==> src/hdl/pf32_pkg.sv <==
`timescale 1ns / 1ps

package pf32_pkg;

  typedef enum logic [3:0] {
    FMT_BGR24  = 4'd0,
    FMT_RGB24  = 4'd1,
    FMT_BGR32  = 4'd2,
    FMT_RGB32  = 4'd3,
    FMT_YUYV   = 4'd4,
    FMT_UYVY   = 4'd5,
    FMT_RGB565 = 4'd6,
    FMT_RGB555 = 4'd7,
    FMT_GREY   = 4'd8
  } fmt_t;

  localparam int SumWidth = 22;

  localparam logic signed [SumWidth-1:0] CoefBU = 22'sd2078;
  localparam logic signed [SumWidth-1:0] CoefGU = 22'sd406;
  localparam logic signed [SumWidth-1:0] CoefGV = 22'sd595;
  localparam logic signed [SumWidth-1:0] CoefRV = 22'sd1167;
  localparam logic signed [8:0] ChromaOffset = 9'sd128;

  typedef logic signed [SumWidth-1:0] sum_t;

  function automatic logic [7:0] clamp_q10(input sum_t s);
    logic [7:0] r;
    if (s[SumWidth-1]) begin
      r = 8'd0;
    end else if (|s[SumWidth-2:18]) begin
      r = 8'hff;
    end else begin
      r = s[17:10];
    end
    return r;
  endfunction

endpackage

==> src/hdl/pixel_format_to_32bit.sv <==
`timescale 1ns / 1ps

// Converts packed source pixel groups into 32-bit pixels.
// The input channel (in_valid, in_stall) carries one group of up to four bytes,
// byte 0 in the low bits, and an image end flag. The output channel
// (out_valid, out_stall) carries one pixel per beat as four bytes plus the
// group_last and image_last flags.
// The source format is set through the write channel (cfg_valid, cfg_ready,
// cfg_data); cfg_ready is always high and the format should be changed only
// while no group is in flight.
// An accepted group waits in the input register and is loaded into the result
// register once the output beat is empty or not stalled.
// One group is taken every cycle while the output is not stalled for the copy,
// grey and 16-bit formats; the YUYV and UYVY formats give two pixels per group,
// which leave in turn through the single result register.
// Reset clears the valid flags of both pipeline registers and sets the format to BGR24.
// When the receiver stalls, the output beat holds, the held group waits in
// the input register and in_stall rises once that register is occupied.
module pixel_format_to_32bit (
  input  logic        clk,
  input  logic        rst,
  input  logic        cfg_valid,
  output logic        cfg_ready,
  input  logic [3:0]  cfg_data,
  input  logic        in_valid,
  output logic        in_stall,
  input  logic [31:0] source_group,
  input  logic        image_end,
  output logic        out_valid,
  input  logic        out_stall,
  output logic [7:0]  out_byte0,
  output logic [7:0]  out_byte1,
  output logic [7:0]  out_byte2,
  output logic [7:0]  out_byte3,
  output logic        group_last,
  output logic        image_last
);
  import pf32_pkg::*;

  logic [3:0]  fmt;
  logic        iv;
  logic [31:0] igroup;
  logic        iend;
  logic        ipix;

  logic [7:0] b0, b1, b2, b3;
  logic       is_yuv;
  logic       out_load;
  logic       item_done;
  logic       in_accept;

  logic [7:0] yy8, uu8, vv8;
  logic signed [8:0] du, dv;
  sum_t yy, sum_b, sum_g, sum_r;

  logic [7:0] p0, p1, p2, p3;
  logic       glast;

  assign cfg_ready = 1'b1;

  assign b0 = igroup[7:0];
  assign b1 = igroup[15:8];
  assign b2 = igroup[23:16];
  assign b3 = igroup[31:24];

  assign is_yuv    = (fmt == FMT_YUYV) || (fmt == FMT_UYVY);
  assign out_load  = iv && (!out_valid || !out_stall);
  assign item_done = out_load && (!is_yuv || ipix);
  assign in_stall  = iv && !item_done;
  assign in_accept = in_valid && !in_stall;

  always_comb begin
    if (fmt == FMT_UYVY) begin
      yy8 = ipix ? b3 : b1;
      uu8 = b0;
      vv8 = b2;
    end else begin
      yy8 = ipix ? b2 : b0;
      uu8 = b1;
      vv8 = b3;
    end
  end

  assign du = $signed({1'b0, uu8}) - ChromaOffset;
  assign dv = $signed({1'b0, vv8}) - ChromaOffset;
  assign yy = $signed({4'b0, yy8, 10'b0});

  assign sum_b = yy + CoefBU * SumWidth'(du);
  assign sum_g = yy - CoefGU * SumWidth'(du) - CoefGV * SumWidth'(dv);
  assign sum_r = yy + CoefRV * SumWidth'(dv);

  always_comb begin
    p3    = 8'd0;
    glast = 1'b1;
    case (fmt)
      FMT_BGR24, FMT_BGR32: begin
        p0 = b2;
        p1 = b1;
        p2 = b0;
      end
      FMT_RGB24: begin
        p0 = b0;
        p1 = b1;
        p2 = b2;
      end
      FMT_RGB32: begin
        p0 = b0;
        p1 = b1;
        p2 = b2;
        p3 = b3;
      end
      FMT_YUYV, FMT_UYVY: begin
        p0    = clamp_q10(sum_b);
        p1    = clamp_q10(sum_g);
        p2    = clamp_q10(sum_r);
        glast = ipix;
      end
      FMT_RGB565: begin
        p0 = {b0[4:0], b0[2:0]};
        p1 = {b1[2:0], b0[7:5], b0[6:5]};
        p2 = {b1[7:3], b1[5:3]};
      end
      FMT_RGB555: begin
        p0 = {b0[4:0], b0[2:0]};
        p1 = {b1[1:0], b0[7:5], b0[7:5]};
        p2 = {b1[6:2], b1[4:2]};
      end
      FMT_GREY: begin
        p0 = b0;
        p1 = b0;
        p2 = b0;
      end
      default: begin
        p0 = 8'd0;
        p1 = 8'd0;
        p2 = 8'd0;
      end
    endcase
  end

  always_ff @(posedge clk) begin
    if (rst) begin
      fmt <= FMT_BGR24;
    end else if (cfg_valid && cfg_ready) begin
      fmt <= cfg_data;
    end
  end

  always_ff @(posedge clk) begin
    if (rst) begin
      iv   <= 1'b0;
      ipix <= 1'b0;
    end else begin
      if (in_accept) begin
        iv   <= 1'b1;
        ipix <= 1'b0;
      end else if (item_done) begin
        iv   <= 1'b0;
        ipix <= 1'b0;
      end else if (out_load && is_yuv) begin
        ipix <= 1'b1;
      end
    end
  end

  always_ff @(posedge clk) begin
    if (in_accept) begin
      igroup <= source_group;
      iend   <= image_end;
    end
  end

  always_ff @(posedge clk) begin
    if (rst) begin
      out_valid <= 1'b0;
    end else if (out_load) begin
      out_valid <= 1'b1;
    end else if (!out_stall) begin
      out_valid <= 1'b0;
    end
  end

  always_ff @(posedge clk) begin
    if (out_load) begin
      out_byte0  <= p0;
      out_byte1  <= p1;
      out_byte2  <= p2;
      out_byte3  <= p3;
      group_last <= glast;
      image_last <= glast && iend;
    end
  end

  a_stall_needs_item: assert property (@(posedge clk) disable iff (rst)
    !iv |-> !in_stall)
    else $error("input stalled with an empty input register");

  a_second_pixel_held: assert property (@(posedge clk) disable iff (rst)
    ipix |-> (iv && is_yuv))
    else $error("second pixel pending without a held yuv group");

  a_first_pixel_not_last: assert property (@(posedge clk) disable iff (rst)
    (out_valid && !group_last) |-> !image_last)
    else $error("image end flagged on the first pixel of a pair");

  a_done_moves_out: assert property (@(posedge clk) disable iff (rst)
    item_done |=> out_valid)
    else $error("group retired without an output beat");

endmodule
==> config.mk <==
export PLATFORM = sky130hd
export DESIGN_NAME = pixel_format_to_32bit
export DESIGN_NICKNAME = d
export VERILOG_FILES = /design/src/hdl/pf32_pkg.sv /design/src/hdl/pixel_format_to_32bit.sv
export SDC_FILE = /design/constraint.sdc
export NUM_CORES = 1
export LEC_CHECK = 0
export BUFFER_PORTS_ARGS = -buffer_cell sky130_fd_sc_hd__buf_2
export CORE_ASPECT_RATIO = 2
export CORE_UTILIZATION = 55
export CTS_CLUSTER_SIZE = 24
export DETAILED_ROUTE_END_ITERATION = 7
export MAX_ROUTING_LAYER = met4
export PLACE_DENSITY = 0.74
export SLEW_MARGIN = 40
export SYNTH_ARGS = -nofsm -noshare
export SYNTH_HDL_FRONTEND = slang
export SYNTH_SLANG_ARGS = --single-unit
==> constraint.sdc <==
create_clock -name clk -period 9.11 [get_ports clk]
set_input_delay 0.911 -clock clk [delete_from_list [all_inputs] [get_ports clk]]
set_output_delay 0.911 -clock clk [all_outputs]
set_load 0.005 [all_outputs]
Yosys cells after proc, flatten, opt, wreduce, memory -nomap -nowiden:

Cells that the tools add are included.

* flip-flop bits (word level): 74
* bits of input ports: 42
* output and inout bits: 37
* logic and storage cells: 77

* $add $sub $neg: 6
* multiply operators: 4
* equal/unequal tests: 9
* multiplexer cells: 19
* reduce and logical (&&, ||, !) cells: 27

Operators with widths (count)
* two-way mux 8 bit: 11
* one-hot mux 8 bit (5 select lines): 2
* multiplier 12 x 9 -> 21 bit, first input constant: 2
* one-hot mux 8 bit (4 select lines): 1
* adder 19 x 21 -> 22 bit: 1
* adder 19 x 22 -> 22 bit: 1
* subtractor 20 x 20 -> 21 bit: 1
* multiplier 11 x 9 -> 20 bit, first input constant: 1
* subtractor 19 x 19 -> 20 bit: 1
* multiplier 9 x 9 -> 18 bit, first input constant: 1
* OR reduction 3 bit: 6
* subtractor 8 x 8 -> 9 bit, second input constant: 2
* equality test 4 x 3 -> 1 bit, second input constant: 4
* equality test 4 x 2 -> 1 bit, second input constant: 2
* OR reduction 2 bit: 4
* logical AND 1 bit: 6
* zero test 1 bit: 5
* two-way mux 1 bit: 5
* equality test 4 x 1 -> 1 bit, second input constant: 1
* equality test 4 bit, second input constant: 1
* zero test 4 bit: 1
* OR reduction 4 bit: 1
* logical OR 1 bit: 3
* inequality test 2 x 1 -> 1 bit, second input constant: 1
* nonzero test 2 bit: 1

Longest topological paths before layout:

Gate-level depths: netlist of the first run.

* depth in word-level cells: 10
* gate-level depth with buffers: 41
* depth with buffers taken out: 37

Worst setup path after synthesis of the first run:

Ideal clock, no wire load.

* path kind: register to register
* start: reg fmt[0]
* end: reg out_byte1[0], data pin
* library setup time: 273 ps
* arrival time: 9396 ps
* data required time: 8837 ps
* slack: -558 ps
* cell stages (with the launch flop): 37
* buffers on the path: 4
* cell sequence: dfxtp_1 -> clkbuf_1 -> and4bb_1 -> buf_6 -> clkbuf_1 -> buf_1 -> mux2i_1 -> inv_1 -> ha_1 -> ha_1 -> inv_1 -> fa_1 -> inv_1 -> fa_1 -> ha_1 -> ha_1 -> a21oi_1 -> o21ai_0 -> a21oi_1 -> xnor2_1 -> ha_1 -> fa_1 -> inv_1 -> fa_1 -> inv_1 -> fa_1 -> fa_1 -> inv_1 -> ha_1 -> a21oi_1 -> nand2_1 -> a21oi_1 -> nor3_1 -> o21a_1 -> a221oi_2 -> mux2i_1 -> o21ai_1

* cells in the longest elaborated chain, start to end: 10
* elaborated cells between the ends (all ways): 24
* those cells by class: add/sub: 4; mul: 2; eq/ne: 8; mux: 6; reduce/logical: 4

Ends and longest elaborated chain
* from (decl): RTL line pixel_format_to_32bit.sv:40 `logic [3:0] fmt;`
* from (signal assigned): RTL line pixel_format_to_32bit.sv:145 `fmt <= cfg_data;`
* equality test 4 x 3 -> 1 bit: RTL line pixel_format_to_32bit.sv:73, pixel_format_to_32bit.sv:95
* two-way mux 8 bit: RTL line pixel_format_to_32bit.sv:73 `if (fmt == FMT_UYVY) begin`
* subtractor 8 x 8 -> 9 bit: RTL line pixel_format_to_32bit.sv:84 `assign du = $signed({1'b0, uu8}) - ChromaOffset;`
* multiplier 9 x 9 -> 18 bit: RTL line pixel_format_to_32bit.sv:89 `assign sum_g = yy - CoefGU * SumWidth'(du) - CoefGV * SumWidth'(dv);`
* subtractor 19 x 19 -> 20 bit: RTL line pixel_format_to_32bit.sv:89
* subtractor 20 x 20 -> 21 bit: RTL line pixel_format_to_32bit.sv:89
* OR reduction 3 bit: RTL line pf32_pkg.sv:31 `end else if (|s[SumWidth-2:18]) begin`
* two-way mux 8 bit: RTL line pf32_pkg.sv:31
* two-way mux 8 bit: RTL line pf32_pkg.sv:29 `if (s[SumWidth-1]) begin`
* one-hot mux 8 bit (5 select lines) *: RTL line pixel_format_to_32bit.sv:95 `case (fmt)`
* named net p1[0]: RTL line pixel_format_to_32bit.sv:56 `logic [7:0] p0, p1, p2, p3;`
* to (signal assigned): RTL line pixel_format_to_32bit.sv:186 `out_byte1 <= p1;`
* to (decl): RTL line pixel_format_to_32bit.sv:32 `output logic [7:0] out_byte1,`

The timed path passes the listed nets; every way through them passes the cells marked *.
A chain may end at the register's enable or synchronous reset.

Worst setup path in the final report of the first run:

* start: reg fmt[1]
* end: reg out_byte1[5], data pin

The elaborated chain is that of the path after synthesis.

==> results of run 1 <==
synth_stat cells (8+ instances only):
library cell and n:
inv_1 242, xnor2_1 20, o21ai_1 9, and2_1 17
nor3_1 10, edfxtp_1 67, o211ai_1 11, mux2_2 16
a21o_1 13, o21ai_0 26, a222oi_1 9, clkbuf_1 11
o21a_1 13, nor2b_1 13, nand4_1 8, ha_1 230
nand2b_1 8, xor2_1 14, mux4_2 8, nor2_1 58
a221oi_1 9, fa_1 90, nand2_1 34, a21oi_1 47
mux2i_1 17
routing by layer:
layer	wire length [µm]	vias to the layer above	share of wire	GRT usage
met2	15400	312	0.54	0.557
li1	-	3932	-	-
met4	2560	0	0.089	0.245
met5	0	-	0	-
met1	9300	4024	0.32	0.271
met3	1360	132	0.048	0.0442
worst max-delay path: cells and delay by family, from the launching register on:
kind | cells | cell delay, ps
XOR/XNOR | 1 | 180
buffers and inverters | 9 | 670
flip-flops | 1 | 310
multiplexers | 2 | 770
AO/OA/AOI/OAI | 6 | 1070
AND/OR/NAND/NOR | 4 | 510
adder cells (fa/ha/maj) | 12 | 4960
logic make-up (layout without fill, tap and decap cells):
kind of cell / after synthesis / after routing / share of synthesized area
muxes: 41 / 41 / 0.0490
xor gates and xnor gates: 34 / 34 / 0.0275
DFF: 74 / 74 / 0.199
adders and majority gates: 320 / 320 / 0.432
AOI/OAI and AO/OA: 181 / 181 / 0.115
and+or+nand+nor: 184 / 184 / 0.0867
other: 1 / 3 / 0.000346
buffers and inverters: 260 / 361 / 0.0914
through the flow:
stage / utilization / cell area, µm²
after floorplan: - / 10900
after global placement: 0.605 / 11700
after detailed placement: 0.608 / 11700
after CTS: 0.623 / 12000
after global routing: 0.629 / 12100
final: 0.629 / 12100
repair_timing:
item / 4_1_cts / 5_1_grt
setup endpoints to repair: 0 / 8
hold buffers: 0 / 0
setup buffers: 0 / 1
gates resized for setup: 0 / 17
registers in the layout, indices dropped and copies added (netlist names):
name	cells
out_byte0	8
image_last	1
iend	1
iv	1
group_last	1
out_byte1	8
igroup	32
out_byte3	8
fmt	4
out_byte2	8
ipix	1
out_valid	1
final timing paths:
path | start | end | slack, ps | depth (start not counted)
hold / removal | iv | out_valid | 530 | 2
hold reg to reg | iv | out_valid | 530 | 2
setup reg to reg | fmt[1] | out_byte1[5] | 370 | 34
setup / recovery | fmt[1] | out_byte1[5] | 370 | 34
cell type report:
type                       count  area (µm²)
multi-input combinational    762        7820
fill                        1653        7160
sequential                    74        2150
inverter                     242         908
timing repair buffer         103         621
tap                          259         324
clock buffer                   9         225
clock inverter                 7        70.1
antenna                        1        2.50
==> flow_summary.ini, run 1 <==
[outcome]
run_status = finished clean

[die]
pin_count = 79
fp.dieH_um = 200
die_area_mm2 = 0.0203
dieWidth_um = 101
start_util = 0.562
row_count = 72
core_mm2 = 0.0193

[detailed_routing]
avgRoutedWirePerCell_um = 19.7
first_pass_iters = 6
drc = 0
routed_wl_um = 28700
ant_nets = 0
via_per_inst = 5.77
vias = 8400
drt_iter0_markers = 431

[synthesis]
synth.cell_area_mm2 = 0.0108
synth.distinct_cells = 68
netlist_top_cells_area = ha_1 (27%), edfxtp_1 (19%), fa_1 (17%)
synth_ff_type = edfxtp_1
async_reset_ff_frac = 0
syn_avg_cell_area_um2 = 9.89
synthCells = 1095
ys_ff_latch = 74
synth_edf_count = 67
yosys_warnings = 0
yosysTopAreaCell = ha_1
synth_top_area_frac = 0.266
ys_seq_area_frac = 0.199

[placed_design]
routabilityCongestion = 1.01
numPortBuffers = 77
dp_slack_ps = 42.5
dp.cells = 1439
dp_hpwl_um = 24400

[clock_network]
clk_pin_slew_ps = 60
root_buffer = clkbuf_16
cts_tree = done
clk_latency_ps = 340
cts_buffers = 9
cts.path.max_buffers = 2
htree_levels = 3
clock_sinks = 74

[critical_path]
cp_slowest_cell = fa_1
crit_path_end_kind = flip-flop
worstPathMaxFanout = 9
arrival_ps = 8810
cp.required_ps = 9180
worstSetupPathType = flip-flop to flip-flop
start_kind = flip-flop
cpPeakStageDelay_ps = 540

[global_routing]
grt_pass1_vias = 8856
grt_max_degree = 35
grt_antenna_before_repair = 1
grt_pass1_wl_um = 44600
grt_overflow = 0
grt.total_usage = 0.307

[sta]
skew_ps = 10.0
period_needed_ps = 8740
setup_violations = 0
slew_viol_final = 0
relSlewSlack = 0.432
worst_slew_pin_slew_ps = 852
fmaxAchievable_mhz = 114
finalHoldViolCount = 0
fin_crit_sh = 0.960
worst_slack_ps = 368
whs_ps = 527
setup_tns_ps = 0

[cells_and_area]
layout-drive-gt1-share = 0.145
final_nets = 1554
finalNonFillerCells = 1457
final_cell_mix = inv_1 (242), ha_1 (227), fa_1 (90)
final_common_cell = inv_1
area_growth_pct = 11.9

[hold_path]
hold_path_class = flip-flop to flip-flop

[run]
drv_cap = 0
Power of run 1 is left out: the tool's default activity adds up to more than one toggle a clock period on the data nets, which glitch-free logic cannot reach.
==> run 2: changes to the inputs <==
CTS_BUF_LIST = sky130_fd_sc_hd__clkbuf_8   (was default)
==> flow_summary.ini, run 2 (same netlist as run 1, synthesis figures left out) <==
[outcome]
run_status = finished clean

[clock_network]
cts_buffers = 9
clk_latency_ps = 370
clock_sinks = 74
clk_pin_slew_ps = 80
htree_levels = 3
hold_buffers = 0
cts.path.max_buffers = 2
root_buffer = clkbuf_8
cts_tree = done

[cells_and_area]
final_common_cell = inv_1
area_growth_pct = 11.0
fill_cells = 1674
final_nets = 1555
layout.area.seq_mm2 = 0.00215
multi_input_comb_area_mm2 = 0.00782
layout-drive-gt1-share = 0.145
fin_area_mm2 = 0.0120
final_cell_mix = inv_1 (242), ha_1 (227), fa_1 (90)
largest_reg_flops = 32
largest_register = igroup

[run]
drv_cap = 0

[placed_design]
dp_hpwl_um = 24400
numPortBuffers = 77
place_area_mm2 = 0.0117
routabilityCongestion = 1.01

[global_routing]
grt.total_usage = 0.305
grt_max_degree = 35
grt_antenna_before_repair = 1
grt_overflow = 0
grt_pass1_vias = 8854
grt_pass1_wl_um = 44400

[hold_path]
whs_path_depth = 2
hold_path_class = flip-flop to flip-flop
min_from = iv
worstHoldEndpoint = out_valid

[critical_path]
reg2reg_slack_ps = 370
cpPeakStageDelay_ps = 540
cp_slowest_cell = fa_1
start_kind = flip-flop
cp.required_ps = 9200
worstReg2RegEnd = out_byte1[2]
worstPathMaxFanout = 9
r2r-start = fmt[3]
arrival_ps = 8830
worstSetupPathType = flip-flop to flip-flop
crit_path_end_kind = flip-flop
ff2ff_path_depth = 33

[sta]
period_needed_ps = 8740
relSlewSlack = 0.353
setup_violations = 0
fin_crit_sh = 0.959
worst_slew_pin_slew_ps = 971
finalHoldViolCount = 0
skew_ps = 15.3
fmaxAchievable_mhz = 114
slew_viol_final = 0

[detailed_routing]
via_per_inst = 5.79
avgRoutedWirePerCell_um = 19.7
drt_iter0_markers = 419
ant_nets = 0
drc = 0
vias = 8441
routed_wl_um = 28700
first_pass_iters = 7

[die]
core_mm2 = 0.0193
dieWidth_um = 101
pin_count = 79
row_count = 72
die_area_mm2 = 0.0203
start_util = 0.562
fp.dieH_um = 200
-- run 2: worst max-delay path by stage --
stage | to | slack (ps) | start | depth (start not counted)
after detailed placement | out_byte1[5] | 40 | fmt[3] | 33
after global placement | out_byte1[1] | 210 | fmt[3] | 33
after global routing | out_byte1[3] | -40 | fmt[3] | 33
after CTS | out_byte1[5] | 50 | fmt[3] | 33
after floorplan | out_byte1[0] | 40 | fmt[2] | 36
final | out_byte1[2] | 370 | fmt[3] | 33
-- run 2: metrics by stage --
stage / setup slack [ps] / instances / setup TNS [ps] / hold slack (ps) / util
3_5_place_dp: 42.5 / 1439 / 0 / 513 / 0.608
6_report: 369 / 1458 / 0 / 535 / 0.624
4_1_cts: 46.5 / 1455 / 0 / 532 / 0.618
2_1_floorplan: 40.9 / 1096 / 0 / 459 / -
3_3_place_gp: 213 / 1437 / 0 / 502 / 0.605
5_1_grt: -40.5 / 1458 / -202 / 569 / 0.624
-- run 2: timing repair --
action	in CTS	in global routing
setup buffers	0	1
endpoints found under the hold margin	0	0
endpoints found under the setup margin	0	8
gates resized for setup	0	16
-- run 2: per-layer routing --
layer  vias up  part of all wire  GRT usage
li1       3938                 -          -
met1      4035              0.32      0.270
met2       323              0.53      0.552
met3       145             0.048     0.0432
met4         0             0.094      0.253
met5         -                 0          -
-- run 2: worst max-delay path: cells and delay by family, from the launching register on --
kind	cells	cell delay, ps
adder cells (fa/ha/maj)	13	4890
AO/OA/AOI/OAI	6	1220
multiplexers	2	800
AND/OR/NAND/NOR	6	740
buffers and inverters	6	490
flip-flops	1	320
-- run 2: cell type report --
class,instances,share of cell area
antenna,1,0.000208
clock buffer,9,0.0103
clock inverter,7,0.00583
inverter,242,0.0756
multi-input combinational,762,0.650
sequential,74,0.179
tap,259,0.0270
timing repair buffer,104,0.0520
Power of run 2 is left out for the same reason.
==> run 3: changes to the inputs <==
REMOVE_ABC_BUFFERS = 1   (was default)
==> flow_summary.ini, run 3 (same netlist as run 1, synthesis figures left out) <==
[sta]
period_needed_ps = 8730
fmaxAchievable_mhz = 115
slew_viol_final = 0
fin_crit_sh = 0.959
setup_violations = 0
worst_slack_ps = 377
skew_ps = 20.5
relSlewSlack = 0.440
worst_slew_pin_slew_ps = 824
finalHoldViolCount = 0
whs_ps = 520

[critical_path]
crit_path_end_kind = flip-flop
r2r-start = fmt[3]
cpPeakStageDelay_ps = 550
ff2ff_path_depth = 34
worstPathMaxFanout = 9
cp.required_ps = 9240
worstReg2RegEnd = out_byte1[3]
cp_slowest_cell = fa_1
arrival_ps = 8860
reg2reg_slack_ps = 380
worstSetupPathType = flip-flop to flip-flop
start_kind = flip-flop

[hold_path]
whs_path_depth = 2
worstHoldEndpoint = out_valid
min_from = iv
hold_path_class = flip-flop to flip-flop

[placed_design]
dp.cells = 1435
dp_slack_ps = 123
numPortBuffers = 77
place_area_mm2 = 0.0117
routabilityCongestion = 1.01
dp_hpwl_um = 24100

[detailed_routing]
first_pass_iters = 7
avgRoutedWirePerCell_um = 19.9
routed_wl_um = 28900
via_per_inst = 5.80
ant_nets = 0
drt_iter0_markers = 381
vias = 8427
drc = 0

[global_routing]
grt_pass1_vias = 8902
grt_pass1_wl_um = 45400
grt.total_usage = 0.313
grt_overflow = 0
grt_antenna_before_repair = 1
grt_max_degree = 35

[cells_and_area]
layout.area.seq_mm2 = 0.00215
final_common_cell = inv_1
largest_reg_flops = 32
largest_register = igroup
final_nets = 1549
layout-drive-gt1-share = 0.138
multi_input_comb_area_mm2 = 0.00777
fill_cells = 1660
final_cell_mix = inv_1 (242), ha_1 (227), fa_1 (90)
area_growth_pct = 10.0
finalNonFillerCells = 1454
fin_area_mm2 = 0.0119

[clock_network]
clk_latency_ps = 390
clock_sinks = 74
root_buffer = clkbuf_8
htree_levels = 3
cts.path.max_buffers = 2
cts_buffers = 9
clk_pin_slew_ps = 80
cts_tree = done

[die]
start_util = 0.562
core_mm2 = 0.0193
fp.dieH_um = 200
pin_count = 79
row_count = 72
die_area_mm2 = 0.0203
dieWidth_um = 101

[outcome]
run_status = finished clean

[run]
drv_cap = 0
==> run 3: changes by cell type in the layout (fill, tap and decap cells not counted), sizes merged <==
cell and delta:
clkbuf -1, clkinv -3, inv +1, diode +2
buf -5, clkinvlp +2
==> run 3: worst max-delay path: cells and delay by family (launching register included) <==
kind                     cells  cell delay [ps]
adder cells (fa/ha/maj)     12             5120
multiplexers                 2              580
buffers and inverters        9              750
flip-flops                   1              310
AND/OR/NAND/NOR              3              440
XOR/XNOR                     1              150
AO/OA/AOI/OAI                7             1130
==> run 3: repair_timing <==
| action | CTS | global route |
|---|---|---|
| gates resized for setup | 0 | 12 |
| setup buffers | 0 | 0 |
| hold buffers | 0 | 0 |
| endpoints found under the setup margin | 0 | 8 |
==> run 3: cell type report <==
type / count / share of cell area
diodes: 3 / 0.000630
clock inverters: 7 / 0.00661
flip-flops and latches: 74 / 0.181
repair buffers: 98 / 0.0465
clock buffers: 9 / 0.0104
multi-input cells: 762 / 0.652
inverters: 242 / 0.0762
well taps: 259 / 0.0272
==> run 3: worst max path at each step <==
stage,start,end,slack [ps]
floorplan,fmt[0],out_byte1[0],-750
detailed placement,fmt[3],out_byte1[0],120
global placement,fmt[3],out_byte1[1],250
CTS,fmt[3],out_byte1[5],90
finish,fmt[3],out_byte1[3],380
global route,fmt[3],out_byte1[4],-2
==> run 3: metal layers <==
layer  vias to the layer above  global-route usage  wire length, µm
li1                       3926                   -                -
met1                      4082               0.282             9530
met2                       266               0.538            14900
met3                       153              0.0613             1470
met4                         0               0.277             2990
met5                         -                   -                0
==> run 3: stage by stage <==
step                      utilization  setup TNS [ps]
final                           0.618               0
after global routing            0.618           -1.52
after CTS                       0.615               0
after detailed placement        0.604               0
after global placement          0.603               0
after floorplan                     -           -6020
Power of run 3 is left out for the same reason.
